### src/hw/rtl/tse_pkg.sv
// Shared types, field codes and protocol constants for the server-name extractor.
package tse_pkg;

    // Result codes
    localparam logic [2:0] OC_NAME_BYTE     = 3'd0;
    localparam logic [2:0] OC_NOT_HANDSHAKE = 3'd1;
    localparam logic [2:0] OC_NOT_HELLO     = 3'd2;
    localparam logic [2:0] OC_NO_NAME       = 3'd3;
    localparam logic [2:0] OC_EMPTY_NAME    = 3'd4;
    localparam logic [2:0] OC_NAME_TRUNC    = 3'd5;

    // Protocol values
    localparam logic [7:0]  CT_HANDSHAKE    = 8'd22;
    localparam logic [7:0]  HS_CLIENT_HELLO = 8'd1;
    localparam logic [15:0] EXT_SERVER_NAME = 16'd0;

    // Fixed skip lengths
    localparam logic [15:0] RECORD_HDR_SKIP = 16'd4;
    localparam logic [15:0] FIXED_SKIP      = 16'd37;
    localparam logic [15:0] NAME_HDR_SKIP   = 16'd3;

    typedef struct packed {
        logic [7:0] data_byte;
        logic       packet_end;
    } in_item_t;

    typedef struct packed {
        logic [2:0] outcome;
        logic [7:0] name_byte;
        logic       last;
    } out_item_t;

    // Parser result handed to the output register
    typedef struct packed {
        logic      valid;
        out_item_t item;
    } res_t;

endpackage

### src/hw/rtl/tse_in_stage.sv
// Input register: holds one accepted request until the parser consumes it.
module tse_in_stage (
    input  logic              clk,
    input  logic              rst_n,
    input  logic              item_valid,
    output logic              item_stall,
    input  tse_pkg::in_item_t item,
    input  logic              advance,
    output logic              valid,
    output tse_pkg::in_item_t data
);

    logic              valid_reg;
    logic              valid_next;
    tse_pkg::in_item_t data_reg;

    // Take a new request whenever the held one is empty or leaving
    assign item_stall = valid_reg && !advance;
    assign valid_next = item_stall ? valid_reg : item_valid;

    always_ff @(posedge clk or negedge rst_n)
    begin
        if (!rst_n)
        begin
            valid_reg <= 1'b0;
        end
        else
        begin
            valid_reg <= valid_next;
        end
    end

    always_ff @(posedge clk)
    begin
        if (!item_stall && item_valid)
        begin
            data_reg <= item;
        end
    end

    assign valid = valid_reg;
    assign data  = data_reg;

endmodule

### src/hw/rtl/tse_parser.sv
// Record parser: phase tracking, length counting and result decision per byte.
module tse_parser (
    input  logic              clk,
    input  logic              rst_n,
    input  logic              fire,
    input  tse_pkg::in_item_t data,
    output tse_pkg::res_t     res
);

    typedef enum logic [3:0] {
        PH_CTYPE   = 4'd0,
        PH_RECHDR  = 4'd1,
        PH_HTYPE   = 4'd2,
        PH_FIXED   = 4'd3,
        PH_SIDLEN  = 4'd4,
        PH_SID     = 4'd5,
        PH_CSLEN   = 4'd6,
        PH_CS      = 4'd7,
        PH_CMLEN   = 4'd8,
        PH_CM      = 4'd9,
        PH_EXTTOT  = 4'd10,
        PH_EXTHDR  = 4'd11,
        PH_EXTSKIP = 4'd12,
        PH_NAMEHDR = 4'd13,
        PH_NAMELEN = 4'd14,
        PH_NAME    = 4'd15
    } phase_t;

    phase_t      phase_reg, phase_next;
    logic [15:0] count_reg, count_next;
    logic [15:0] acc_reg, acc_next;
    logic [1:0]  idx_reg, idx_next;
    logic        is_name_reg, is_name_next;
    logic        discard_reg, discard_next;

    logic [7:0]  b;
    logic        pkt_end;
    logic [15:0] acc_shift;
    logic [15:0] count_dec;
    logic [1:0]  idx_inc;
    logic        have;
    logic        last;
    logic [2:0]  oc;
    logic [7:0]  nb;

    assign b         = data.data_byte;
    assign pkt_end   = data.packet_end;
    assign acc_shift = {acc_reg[7:0], b};
    assign count_dec = count_reg - 16'd1;
    assign idx_inc   = idx_reg + 2'd1;

    always_comb
    begin
        phase_next   = phase_reg;
        count_next   = count_reg;
        acc_next     = acc_reg;
        idx_next     = idx_reg;
        is_name_next = is_name_reg;
        discard_next = discard_reg;
        have         = 1'b0;
        last         = 1'b0;
        oc           = tse_pkg::OC_NAME_BYTE;
        nb           = 8'd0;

        if (discard_reg)
        begin
            if (pkt_end)
            begin
                discard_next = 1'b0;
                phase_next   = PH_CTYPE;
                count_next   = 16'd0;
                acc_next     = 16'd0;
                idx_next     = 2'd0;
                is_name_next = 1'b0;
            end
        end
        else
        begin
            unique case (phase_reg)
                PH_CTYPE:
                begin
                    if (b != tse_pkg::CT_HANDSHAKE)
                    begin
                        have = 1'b1;
                        last = 1'b1;
                        oc   = tse_pkg::OC_NOT_HANDSHAKE;
                    end
                    else
                    begin
                        count_next = tse_pkg::RECORD_HDR_SKIP;
                        phase_next = PH_RECHDR;
                    end
                end
                PH_HTYPE:
                begin
                    if (b != tse_pkg::HS_CLIENT_HELLO)
                    begin
                        have = 1'b1;
                        last = 1'b1;
                        oc   = tse_pkg::OC_NOT_HELLO;
                    end
                    else
                    begin
                        count_next = tse_pkg::FIXED_SKIP;
                        phase_next = PH_FIXED;
                    end
                end
                PH_RECHDR, PH_FIXED, PH_SID, PH_CS, PH_CM, PH_EXTSKIP, PH_NAMEHDR:
                begin
                    count_next = count_dec;
                    if (count_dec == 16'd0)
                    begin
                        phase_next = (phase_reg == PH_EXTSKIP) ? PH_EXTHDR
                                                               : phase_t'(phase_reg + 4'd1);
                    end
                end
                PH_SIDLEN:
                begin
                    count_next = {8'd0, b};
                    phase_next = (b == 8'd0) ? PH_CSLEN : PH_SID;
                end
                PH_CMLEN:
                begin
                    count_next = {8'd0, b};
                    phase_next = (b == 8'd0) ? PH_EXTTOT : PH_CM;
                end
                PH_CSLEN, PH_EXTTOT, PH_NAMELEN:
                begin
                    acc_next = acc_shift;
                    idx_next = idx_inc;
                    if (idx_inc == 2'd2)
                    begin
                        idx_next = 2'd0;
                        acc_next = 16'd0;
                        if (phase_reg == PH_CSLEN)
                        begin
                            count_next = acc_shift;
                            phase_next = (acc_shift == 16'd0) ? PH_CMLEN : PH_CS;
                        end
                        else if (phase_reg == PH_EXTTOT)
                        begin
                            phase_next = PH_EXTHDR;
                        end
                        else if (acc_shift == 16'd0)
                        begin
                            have = 1'b1;
                            last = 1'b1;
                            oc   = tse_pkg::OC_EMPTY_NAME;
                        end
                        else
                        begin
                            count_next = acc_shift;
                            phase_next = PH_NAME;
                        end
                    end
                end
                PH_EXTHDR:
                begin
                    acc_next = acc_shift;
                    idx_next = idx_inc;
                    // Type word completes on the second byte, length on the fourth
                    if (idx_inc == 2'd2)
                    begin
                        is_name_next = (acc_shift == tse_pkg::EXT_SERVER_NAME);
                        acc_next     = 16'd0;
                    end
                    else if (idx_inc == 2'd0)
                    begin
                        acc_next = 16'd0;
                        if (is_name_reg)
                        begin
                            count_next = tse_pkg::NAME_HDR_SKIP;
                            phase_next = PH_NAMEHDR;
                        end
                        else
                        begin
                            count_next = acc_shift;
                            phase_next = (acc_shift == 16'd0) ? PH_EXTHDR : PH_EXTSKIP;
                        end
                    end
                end
                PH_NAME:
                begin
                    have       = 1'b1;
                    nb         = b;
                    count_next = count_dec;
                    if (count_dec == 16'd0)
                    begin
                        last = 1'b1;
                    end
                    else if (pkt_end)
                    begin
                        oc   = tse_pkg::OC_NAME_TRUNC;
                        last = 1'b1;
                    end
                end
                default:
                begin
                    phase_next = phase_reg;
                end
            endcase

            // Packet ran out before a decision
            if (!have && pkt_end)
            begin
                have = 1'b1;
                last = 1'b1;
                nb   = 8'd0;
                oc   = (phase_next >= PH_NAMEHDR) ? tse_pkg::OC_NAME_TRUNC
                                                  : tse_pkg::OC_NO_NAME;
            end

            // Final result: restart, drop the rest of the packet if any
            if (have && last)
            begin
                phase_next   = PH_CTYPE;
                count_next   = 16'd0;
                acc_next     = 16'd0;
                idx_next     = 2'd0;
                is_name_next = 1'b0;
                discard_next = !pkt_end;
            end
        end
    end

    always_ff @(posedge clk or negedge rst_n)
    begin
        if (!rst_n)
        begin
            phase_reg   <= PH_CTYPE;
            count_reg   <= 16'd0;
            acc_reg     <= 16'd0;
            idx_reg     <= 2'd0;
            is_name_reg <= 1'b0;
            discard_reg <= 1'b0;
        end
        else if (fire)
        begin
            phase_reg   <= phase_next;
            count_reg   <= count_next;
            acc_reg     <= acc_next;
            idx_reg     <= idx_next;
            is_name_reg <= is_name_next;
            discard_reg <= discard_next;
        end
    end

    assign res.valid          = fire && have;
    assign res.item.outcome   = oc;
    assign res.item.name_byte = nb;
    assign res.item.last      = last;

endmodule

### src/hw/rtl/tse_out_stage.sv
// Result register: holds one result until the downstream side takes it.
module tse_out_stage (
    input  logic               clk,
    input  logic               rst_n,
    input  tse_pkg::res_t      res,
    output logic               advance,
    output logic               result_valid,
    input  logic               result_stall,
    output tse_pkg::out_item_t result
);

    logic               valid_reg;
    logic               valid_next;
    tse_pkg::out_item_t item_reg;

    // Register is free when empty or being drained this cycle
    assign advance    = !valid_reg || !result_stall;
    assign valid_next = advance ? res.valid : valid_reg;

    always_ff @(posedge clk or negedge rst_n)
    begin
        if (!rst_n)
        begin
            valid_reg <= 1'b0;
        end
        else
        begin
            valid_reg <= valid_next;
        end
    end

    always_ff @(posedge clk)
    begin
        if (advance && res.valid)
        begin
            item_reg <= res.item;
        end
    end

    assign result_valid = valid_reg;
    assign result       = item_reg;

endmodule

### src/hw/rtl/tls_sni_extractor_top.sv
// Top level of the TLS ClientHello server-name extractor.
//
// Feed the bytes of a TLS record one per request on the item channel, with
// packet_end set on the final byte of the packet. The block checks for a
// handshake record carrying a ClientHello, skips the record header, the fixed
// hello fields, session id, cipher suite and compression lists, then walks the
// extensions. When it finds server_name it returns one result per name byte
// (outcome 0, last on the final name byte). Otherwise it returns one reject
// outcome with last set: not handshake, not ClientHello, empty name, no name
// extension (packet ended first) or name truncated (packet ended inside the
// name). After a final result, the remaining bytes of that packet give nothing.
// Many bytes give no result at all. Throughput is one byte per clock cycle
// while the result side is not stalled: the per-byte work is a phase update
// and a counter decrement in one pass of logic between an input register and
// a result register, where the result of each accepted byte is registered.
// While a result is held under stall, one more request is still taken into
// the input register.
module tls_sni_extractor_top (
    input  logic               clk,
    input  logic               rst_n,
    input  logic               item_valid,
    output logic               item_stall,
    input  tse_pkg::in_item_t  item,
    output logic               result_valid,
    input  logic               result_stall,
    output tse_pkg::out_item_t result
);

    logic              advance;
    logic              in_valid;
    tse_pkg::in_item_t in_data;
    tse_pkg::res_t     res;

    // Input register: decouples upstream from a stalled result
    tse_in_stage u_in_stage (
        .clk        (clk),
        .rst_n      (rst_n),
        .item_valid (item_valid),
        .item_stall (item_stall),
        .item       (item),
        .advance    (advance),
        .valid      (in_valid),
        .data       (in_data)
    );

    // Parser: consume the held byte whenever the result register can take it
    tse_parser u_parser (
        .clk   (clk),
        .rst_n (rst_n),
        .fire  (in_valid && advance),
        .data  (in_data),
        .res   (res)
    );

    // Result register toward downstream
    tse_out_stage u_out_stage (
        .clk          (clk),
        .rst_n        (rst_n),
        .res          (res),
        .advance      (advance),
        .result_valid (result_valid),
        .result_stall (result_stall),
        .result       (result)
    );

endmodule

### config.mk
export PLATFORM = sky130hd
export DESIGN_NAME = tls_sni_extractor_top
export DESIGN_NICKNAME = d
export VERILOG_FILES = /design/src/hw/rtl/tse_pkg.sv /design/src/hw/rtl/tse_in_stage.sv /design/src/hw/rtl/tse_parser.sv /design/src/hw/rtl/tse_out_stage.sv /design/src/hw/rtl/tls_sni_extractor_top.sv
export SDC_FILE = /design/constraint.sdc
export NUM_CORES = 1
export LEC_CHECK = 0
export BUFFER_PORTS_ARGS = -buffer_cell sky130_fd_sc_hd__clkbuf_2
export CORE_ASPECT_RATIO = 0.5
export CORE_MARGIN = 2
export CORE_UTILIZATION = 30
export CTS_BUF_LIST = sky130_fd_sc_hd__clkbuf_2
export CTS_CLUSTER_SIZE = 28
export DETAILED_ROUTE_END_ITERATION = 6
export RECOVER_POWER = 50
export SLEW_MARGIN = 20
export SYNTH_ARGS = -nofsm -noshare
export SYNTH_HDL_FRONTEND = slang
export SYNTH_SLANG_ARGS = --single-unit
### constraint.sdc
create_clock -name clk -period 4.1 [get_ports clk]
set_input_delay 0.205 -clock clk [delete_from_list [all_inputs] [get_ports clk]]
set_output_delay 0.205 -clock clk [all_outputs]
set_load 0.02 [all_outputs]
# [Word-level counts from Yosys, hierarchy flattened]
# Index checks and enable logic that the tools add are counted.
[classes] muxes=79 n_eq_ne=26 addsub=3 bitwise_logic=1 n_lt_le_gt_ge=1 n_reduce_logical=31
[op_table] cell="16-bit two-way mux" count=12
[op_table] cell="16-bit case mux with 6 select lines" count=1
[op_table] cell="4-bit two-way mux" count=16
[op_table] cell="8-bit two-way mux" count=5
[op_table] cell="4-bit equality test (second input constant)" count=8
[op_table] cell="16-bit zero test" count=2
[op_table] cell="4-bit case mux with 7 select lines" count=1
[op_table] cell="3-bit two-way mux" count=9
[op_table] cell="1-bit two-way mux" count=23
[op_table] cell="4-bit by 3-bit equality test with 1-bit output (second input constant)" count=4
[op_table] cell="8-bit case mux with 2 select lines" count=1
[op_table] cell="16-bit by 1-bit subtractor with 16-bit output (second input constant)" count=1
[op_table] cell="2-bit two-way mux" count=7
[op_table] cell="4-bit by 3-bit inequality test with 1-bit output (second input constant)" count=3
[op_table] cell="3-bit case mux with 4 select lines" count=1
[op_table] cell="5-bit by 3-bit inequality test with 1-bit output (second input constant)" count=2
[op_table] cell="9-bit AND reduction" count=1
[op_table] cell="4-bit by 2-bit equality test with 1-bit output (second input constant)" count=2
[op_table] cell="8-bit zero test" count=1
[op_table] cell="4-bit by 1-bit inequality test with 1-bit output (second input constant)" count=2
[op_table] cell="8-bit by 1-bit inequality test with 1-bit output (second input constant)" count=1
[op_table] cell="8-bit by 5-bit inequality test with 1-bit output (second input constant)" count=1
[op_table] cell="1-bit case mux with 4 select lines" count=2
[op_table] cell="8-bit OR reduction" count=1
[op_table] cell="other kinds (21)" count=34
[word_totals] out_inout_bits=14 wordCells=154 reg_bits=55 in_bits=13

# [Depth between registers and ports, before layout]
[logic_depth] ltp_word=14 ltp_mapped=13 ltp_nobuf=11

# [Modules after synthesis]
# Synthesis repeated with hierarchy kept, for this count alone.
[unflattened] cells_unflattened=392 area_unflattened_um2=3545.9
[by_module_without_submodules] mod="tse_parser" cells_per_inst=361 instances=1 seq_area_each_um2=800.8 area_each_um2=2803.9
[by_module_without_submodules] mod="tse_out_stage" cells_per_inst=16 instances=1 seq_area_each_um2=385.4 area_each_um2=407.9
[by_module_without_submodules] mod="tse_in_stage" cells_per_inst=14 instances=1 seq_area_each_um2=295.3 area_each_um2=327.8
[by_module_without_submodules] mod="tls_sni_extractor_top" cells_per_inst=1 instances=1 seq_area_each_um2=0.0 area_each_um2=6.3

# [Worst setup path after synthesis]
# OpenSTA, ideal clock, no wires.
[synth_timing] path_kind="register to register" start="register u_parser.phase_reg[0]" end="register u_out_stage.item_reg (netlist bit u_out_stage.result[0]) (enable)" arrival_ns=2.768 setup_ns=0.396 synth_period_minus_slack_ns=3.164 stages_incl_launch_ff=9 required_ns=3.704 slack_ns=0.936 path_buffers=1 path_cell_list="dfrtp_1 > inv_1 > ha_1 > clkbuf_1 > nor3b_1 > a21oi_1 > and2_1 > and3_1 > nor3_1"
[synth_between] elab_chain_cells=13 elab_cells_between_ends=19 cone_classes="eq/ne: 5; mux: 8; reduce/logical: 6"
[synth_rtl] item="from (decl)" line="tse_parser.sv:29" source="phase_t phase_reg, phase_next;"
[synth_rtl] item="from (signal assigned)" line="tse_parser.sv:239" source="phase_reg <= phase_next;"
[synth_rtl] item="4-bit equality test" line="tse_parser.sv:79, tse_parser.sv:140"
[synth_rtl] item="1-bit two-way mux" line="tse_parser.sv:140" source="else if (phase_reg == PH_EXTTOT)"
[synth_rtl] item="1-bit two-way mux" line="tse_parser.sv:135" source="if (phase_reg == PH_CSLEN)"
[synth_rtl] item="1-bit two-way mux" line="tse_parser.sv:131" source="if (idx_inc == 2'd2)"
[synth_rtl] item="1-bit case mux with 4 select lines (*)" line="tse_parser.sv:79" source="unique case (phase_reg)"
[synth_rtl] item="1-bit two-way mux (*)" line="tse_parser.sv:65" source="if (discard_reg)"
[synth_rtl] item="1-bit zero test" line="tse_parser.sv:204" source="if (!have && pkt_end)"
[synth_rtl] item="1-bit logical AND" line="tse_parser.sv:204"
[synth_rtl] item="1-bit two-way mux (*)" line="tse_parser.sv:204"
[synth_rtl] item="1-bit two-way mux (*) (2 in a row)" line="tse_parser.sv:65"
[synth_rtl] item="1-bit logical AND (*)" line="tse_parser.sv:248" source="assign res.valid = fire && have;"
[synth_rtl] item="1-bit logical AND (*)" line="tse_out_stage.sv:34" source="if (advance && res.valid)"
[synth_rtl] item="to (signal assigned)" line="tse_out_stage.sv:36" source="item_reg <= res.item;"
[synth_rtl] item="to (decl)" line="tse_out_stage.sv:14" source="tse_pkg::out_item_t item_reg;"
# Mark *: on every way between the ends. The rest lies on a longest branch, timed or not. The select of a mux whose other input is x is not followed.
# A chain may end at the register's enable or synchronous reset.

# [Worst setup path after layout]
[layout_timing] start="register u_parser.count_reg[0]" end="register u_out_stage.item_reg (netlist bit u_out_stage.result[11]), data pin"
[layout_between] elab_chain_cells=8 elab_cells_between_ends=10 cone_classes="add/sub: 1; order compare: 1; mux: 7; reduce/logical: 1"
[layout_rtl] item="from (decl)" line="tse_parser.sv:30" source="logic [15:0] count_reg, count_next;"
[layout_rtl] item="from (signal assigned)" line="tse_parser.sv:240" source="count_reg <= count_next;"
[layout_rtl] item="16-bit by 1-bit subtractor with 16-bit output (*)" line="tse_parser.sv:49" source="assign count_dec = count_reg - 16'd1;"
[layout_rtl] item="16-bit zero test (*)" line="tse_parser.sv:111, tse_parser.sv:187"
[layout_rtl] item="4-bit two-way mux" line="tse_parser.sv:111" source="if (count_dec == 16'd0)"
[layout_rtl] item="4-bit case mux with 7 select lines" line="tse_parser.sv:79"
[layout_rtl] item="4-bit two-way mux" line="tse_parser.sv:65"
[layout_rtl] item="4-bit >= comparator" line="tse_parser.sv:209" source="oc = (phase_next >= PH_NAMEHDR) ? tse_pkg::OC_NAME_TRUNC"
[layout_rtl] item="3-bit two-way mux" line="tse_parser.sv:209"
[layout_rtl] item="3-bit two-way mux (*)" line="tse_parser.sv:204"
# Marked as above.

==> reports/results.txt <==
clk sinks -> 55
Synth area leader -> dfrtp_1
Detailed Route Iter0 Violations -> 346
top layer in use -> met4
WP depth -> 11
Final HPWL DP -> 7.058 mm
WP buf/inv -> 1
post-synthesis mux area share -> 0.9619%
Least-Margin Pin Slew -> 1.943 ns
root buffer cell -> clkbuf_2
CP max FO -> 8
ys flop type -> dfrtp_1
vias per cell -> 5.431
Slew Limit Headroom -> -29.50%
main combinational cell family by area after synthesis -> simple AND/OR/NAND/NOR gates
Arr. time, crit path -> 3.99 ns
Synth async-reset ratio -> 61.82%
CTS tree -> done
max FFs per register -> 16
WL met2 -> 4.380 mm
final setup fails -> 0
Met3 Wirelength -> 660 um
Simple-Gate Fraction of Synth Area -> 24.70%
total track usage -> 15.47%
CTS clock-pin slew for the worst setup and hold paths -> 0.32 ns
Final WS setup -> 0.3800 ns
GP Congestion -> 0.9032
number of synthesized flops with an enable pin -> 21
Vias -> 3302
Setup Buffers After CTS -> 0
full die area -> 0.01309 mm2
top cells by area, synth -> dfrtp_1, edfxtp_1, nand2_1
leakage power figure -> 1.671 nW
Hold Path Depth -> 2
post-layout minimum cycle time -> 3.720 ns
RSZ-0062 raised after global routing -> no
count leader, synth -> nand2_1
wl on met1 -> 4.592 mm
first-pass GRT wire length -> 16.14 mm
syn_area_per_cell -> 8.862 um2
CP max-delay cell -> dfrtp_1
PwrDens -> 480.5 mW/mm2
Die Ht -> 81.92 um
sequential-to-total area share from yosys stat -> 40.67%
post-route ant nets -> 0
crit end category -> flop
critical-path cell list -> inv_1, ha_1, nor3b_2, and2_1, o211ai_1, a211oi_1, or2_1, mux2_4, a2111oi_4, nand4b_1, a31oi_1
worst path required time -> 4.37 ns
Adder-Cell Fraction of Synth Area -> 3.092%
Worst Setup Path Type -> flop to flop
grt ovf -> 0
slowest cell delay on critical path -> 0.56 ns
post-synth top area share -> 23.36%
area delta synth->final -> 13.53%
Core ar. -> 0.01184 mm2
flops & latches, synth -> 55
kind of cell adding the most delay to the critical path -> simple AND/OR/NAND/NOR gates
XOR/XNOR share of the synthesized area -> 2.405%
clock skew -> 0.03898 ns
compound-cell area share of the yosys netlist -> 23.53%
Synth cell types -> 69
Residual DRC -> 0
Synth Warn # -> 0
# fillers -> 1273
I/O Pins -> 27
CP Launch Type -> flop
Tcrit/Tclk final -> 90.73%
Place WS -> 0.4621 ns
1st-pass router iterations -> 5
Cell Area, Synth -> 0.003642 mm2
setup TNS -> 0 ns
max_cap viols -> 1
Synth top cells by count -> nand2_1, dfrtp_1, nor2_1, o21ai_0, a21oi_1
vias in the first global route -> 3118
synthesized instance count -> 411
nets -> 463
clk_lat worst skew -> 0.50 ns
Post-Layout Inst Area -> 0.004135 mm2
Clock Path Buffers -> 2
Die Span X -> 159.8 um
status -> finished, violations left
Final Core Density -> 34.92%
Synth Net Count -> 433
initial antenna violation count -> 1
depth of the CTS H-tree -> 2
achievable frequency -> 0.2688 GHz
Hold WC Path Type -> primary input to flop
Port Buffers -> 26
worst r2r path cells -> 11
Placed Area -> 0.003923 mm2
wire per inst -> 16.15 um
FP Rows -> 28
final WL -> 9.820 mm
initial core utilization -> 30.76%
clock buffer count from CTS -> 5
final hold violation count -> 0
failing checks -> capacitance limit, slew limit
layout cell share with drive strength beyond 1 -> 9.955%
largest net degree at the start of global routing -> 35
Peak supply drop -> 0.0002218 V
Max Slew Vio Count -> 35
[cells by family (layout without fill, tap and decap cells)]
| logic type | count (synthesis) | after routing |
|---|---|---|
| flip-flops | 55 | 55 |
| AO/OA/AOI/OAI | 125 | 125 |
| buffers and inverters | 39 | 70 |
| other | 0 | 1 |
| AND/OR/NAND/NOR | 170 | 170 |
| multiplexers | 3 | 3 |
| XOR/XNOR | 10 | 10 |
| adder cells (fa/ha/maj) | 9 | 9 |
[worst register-to-register path: cells and delay by family, from the launching register on]
kind | cells | cell delay [ns]
muxes | 1 | 0.34
AOI/OAI and AO/OA | 4 | 1.11
DFF | 1 | 0.56
adders and majority gates | 1 | 0.24
and+or+nand+nor | 4 | 1.16
buffers and inverters | 1 | 0.10
[placed cells by master (no fill, tap or decap), types with 3 or more instances in the layout]
cell type,instances
o21ai_0,28
clkbuf_1,10
nor3_1,13
o22ai_1,6
a21oi_1,24
edfxtp_1,21
o31ai_1,4
o41ai_1,3
xor2_1,4
a22oi_1,5
nand3_1,13
nor3b_1,5
dfrtp_1,34
clkbuf_2,21
nor2_1,31
ha_1,9
nand4_1,4
nor4_1,3
dlygate4sd3_1,13
and3_1,16
or3_1,3
o21ai_1,11
a22o_1,12
inv_1,16
or4_1,4
buf_4,7
o211ai_1,5
and2_1,5
xnor2_1,6
nand2_1,52
[report_power, final]
group | total, mW | switching (mW) | internal, mW | leakage, nW
Clock | 0.354 | 0.191 | 0.163 | 0.0492
Combinational | 0.889 | 0.555 | 0.334 | 0.951
Sequential | 0.745 | 0.0898 | 0.655 | 0.670
[through the flow]
stage	hold slack (ns)	total power [mW]	instances
4_1_cts	0.3711	1.985	607
3_5_place_dp	0.3836	1.623	586
2_1_floorplan	-0.09059	1.402	411
6_report	0.3998	1.987	608
3_3_place_gp	0.3790	1.629	586
5_1_grt	0.3741	2.129	608
[layer usage]
layer,up-vias,GRT usage [%]
met2,129,24.98
met1,1563,21.13
li1,1593,-
met5,-,0
met4,0,5.135
met3,17,2.980
[worst paths after layout]
path	start	endpoint	slack (ns)
worst max register to register	u_parser.count_reg[0]	u_out_stage.result[11]	0.38
worst min-delay path	item[5]	u_in_stage.data[5]	0.40
max in group asynchronous	rst_n	u_parser.acc_reg[6]	2.24
worst max-delay path	u_parser.count_reg[0]	u_out_stage.result[11]	0.38
min in group asynchronous	rst_n	u_parser.count_reg[0]	0.74
worst min register to register	u_parser.acc_reg[2]	u_parser.acc_reg[2]	0.58
[what timing repair did]
item | in CTS | in global routing
resized for setup | 0 | 0
hold endpoints to repair | 45 | 0
hold buffers | 13 | 0
[final cells by class]
type | instances | area [um2] | share of cell area, %
Timing Repair Buffer | 46 | 300.3 | 7.262
Clock buffer | 5 | 25.02 | 0.6051
Tap cell | 165 | 206.4 | 4.992
Sequential cell | 55 | 1481 | 35.82
Antenna cell | 1 | 2.502 | 0.06051
Clock inverter | 3 | 67.56 | 1.634
Inverter | 16 | 60.06 | 1.452
Multi-Input combinational cell | 317 | 1992 | 48.17
Power figures use the tool's default switching activity.
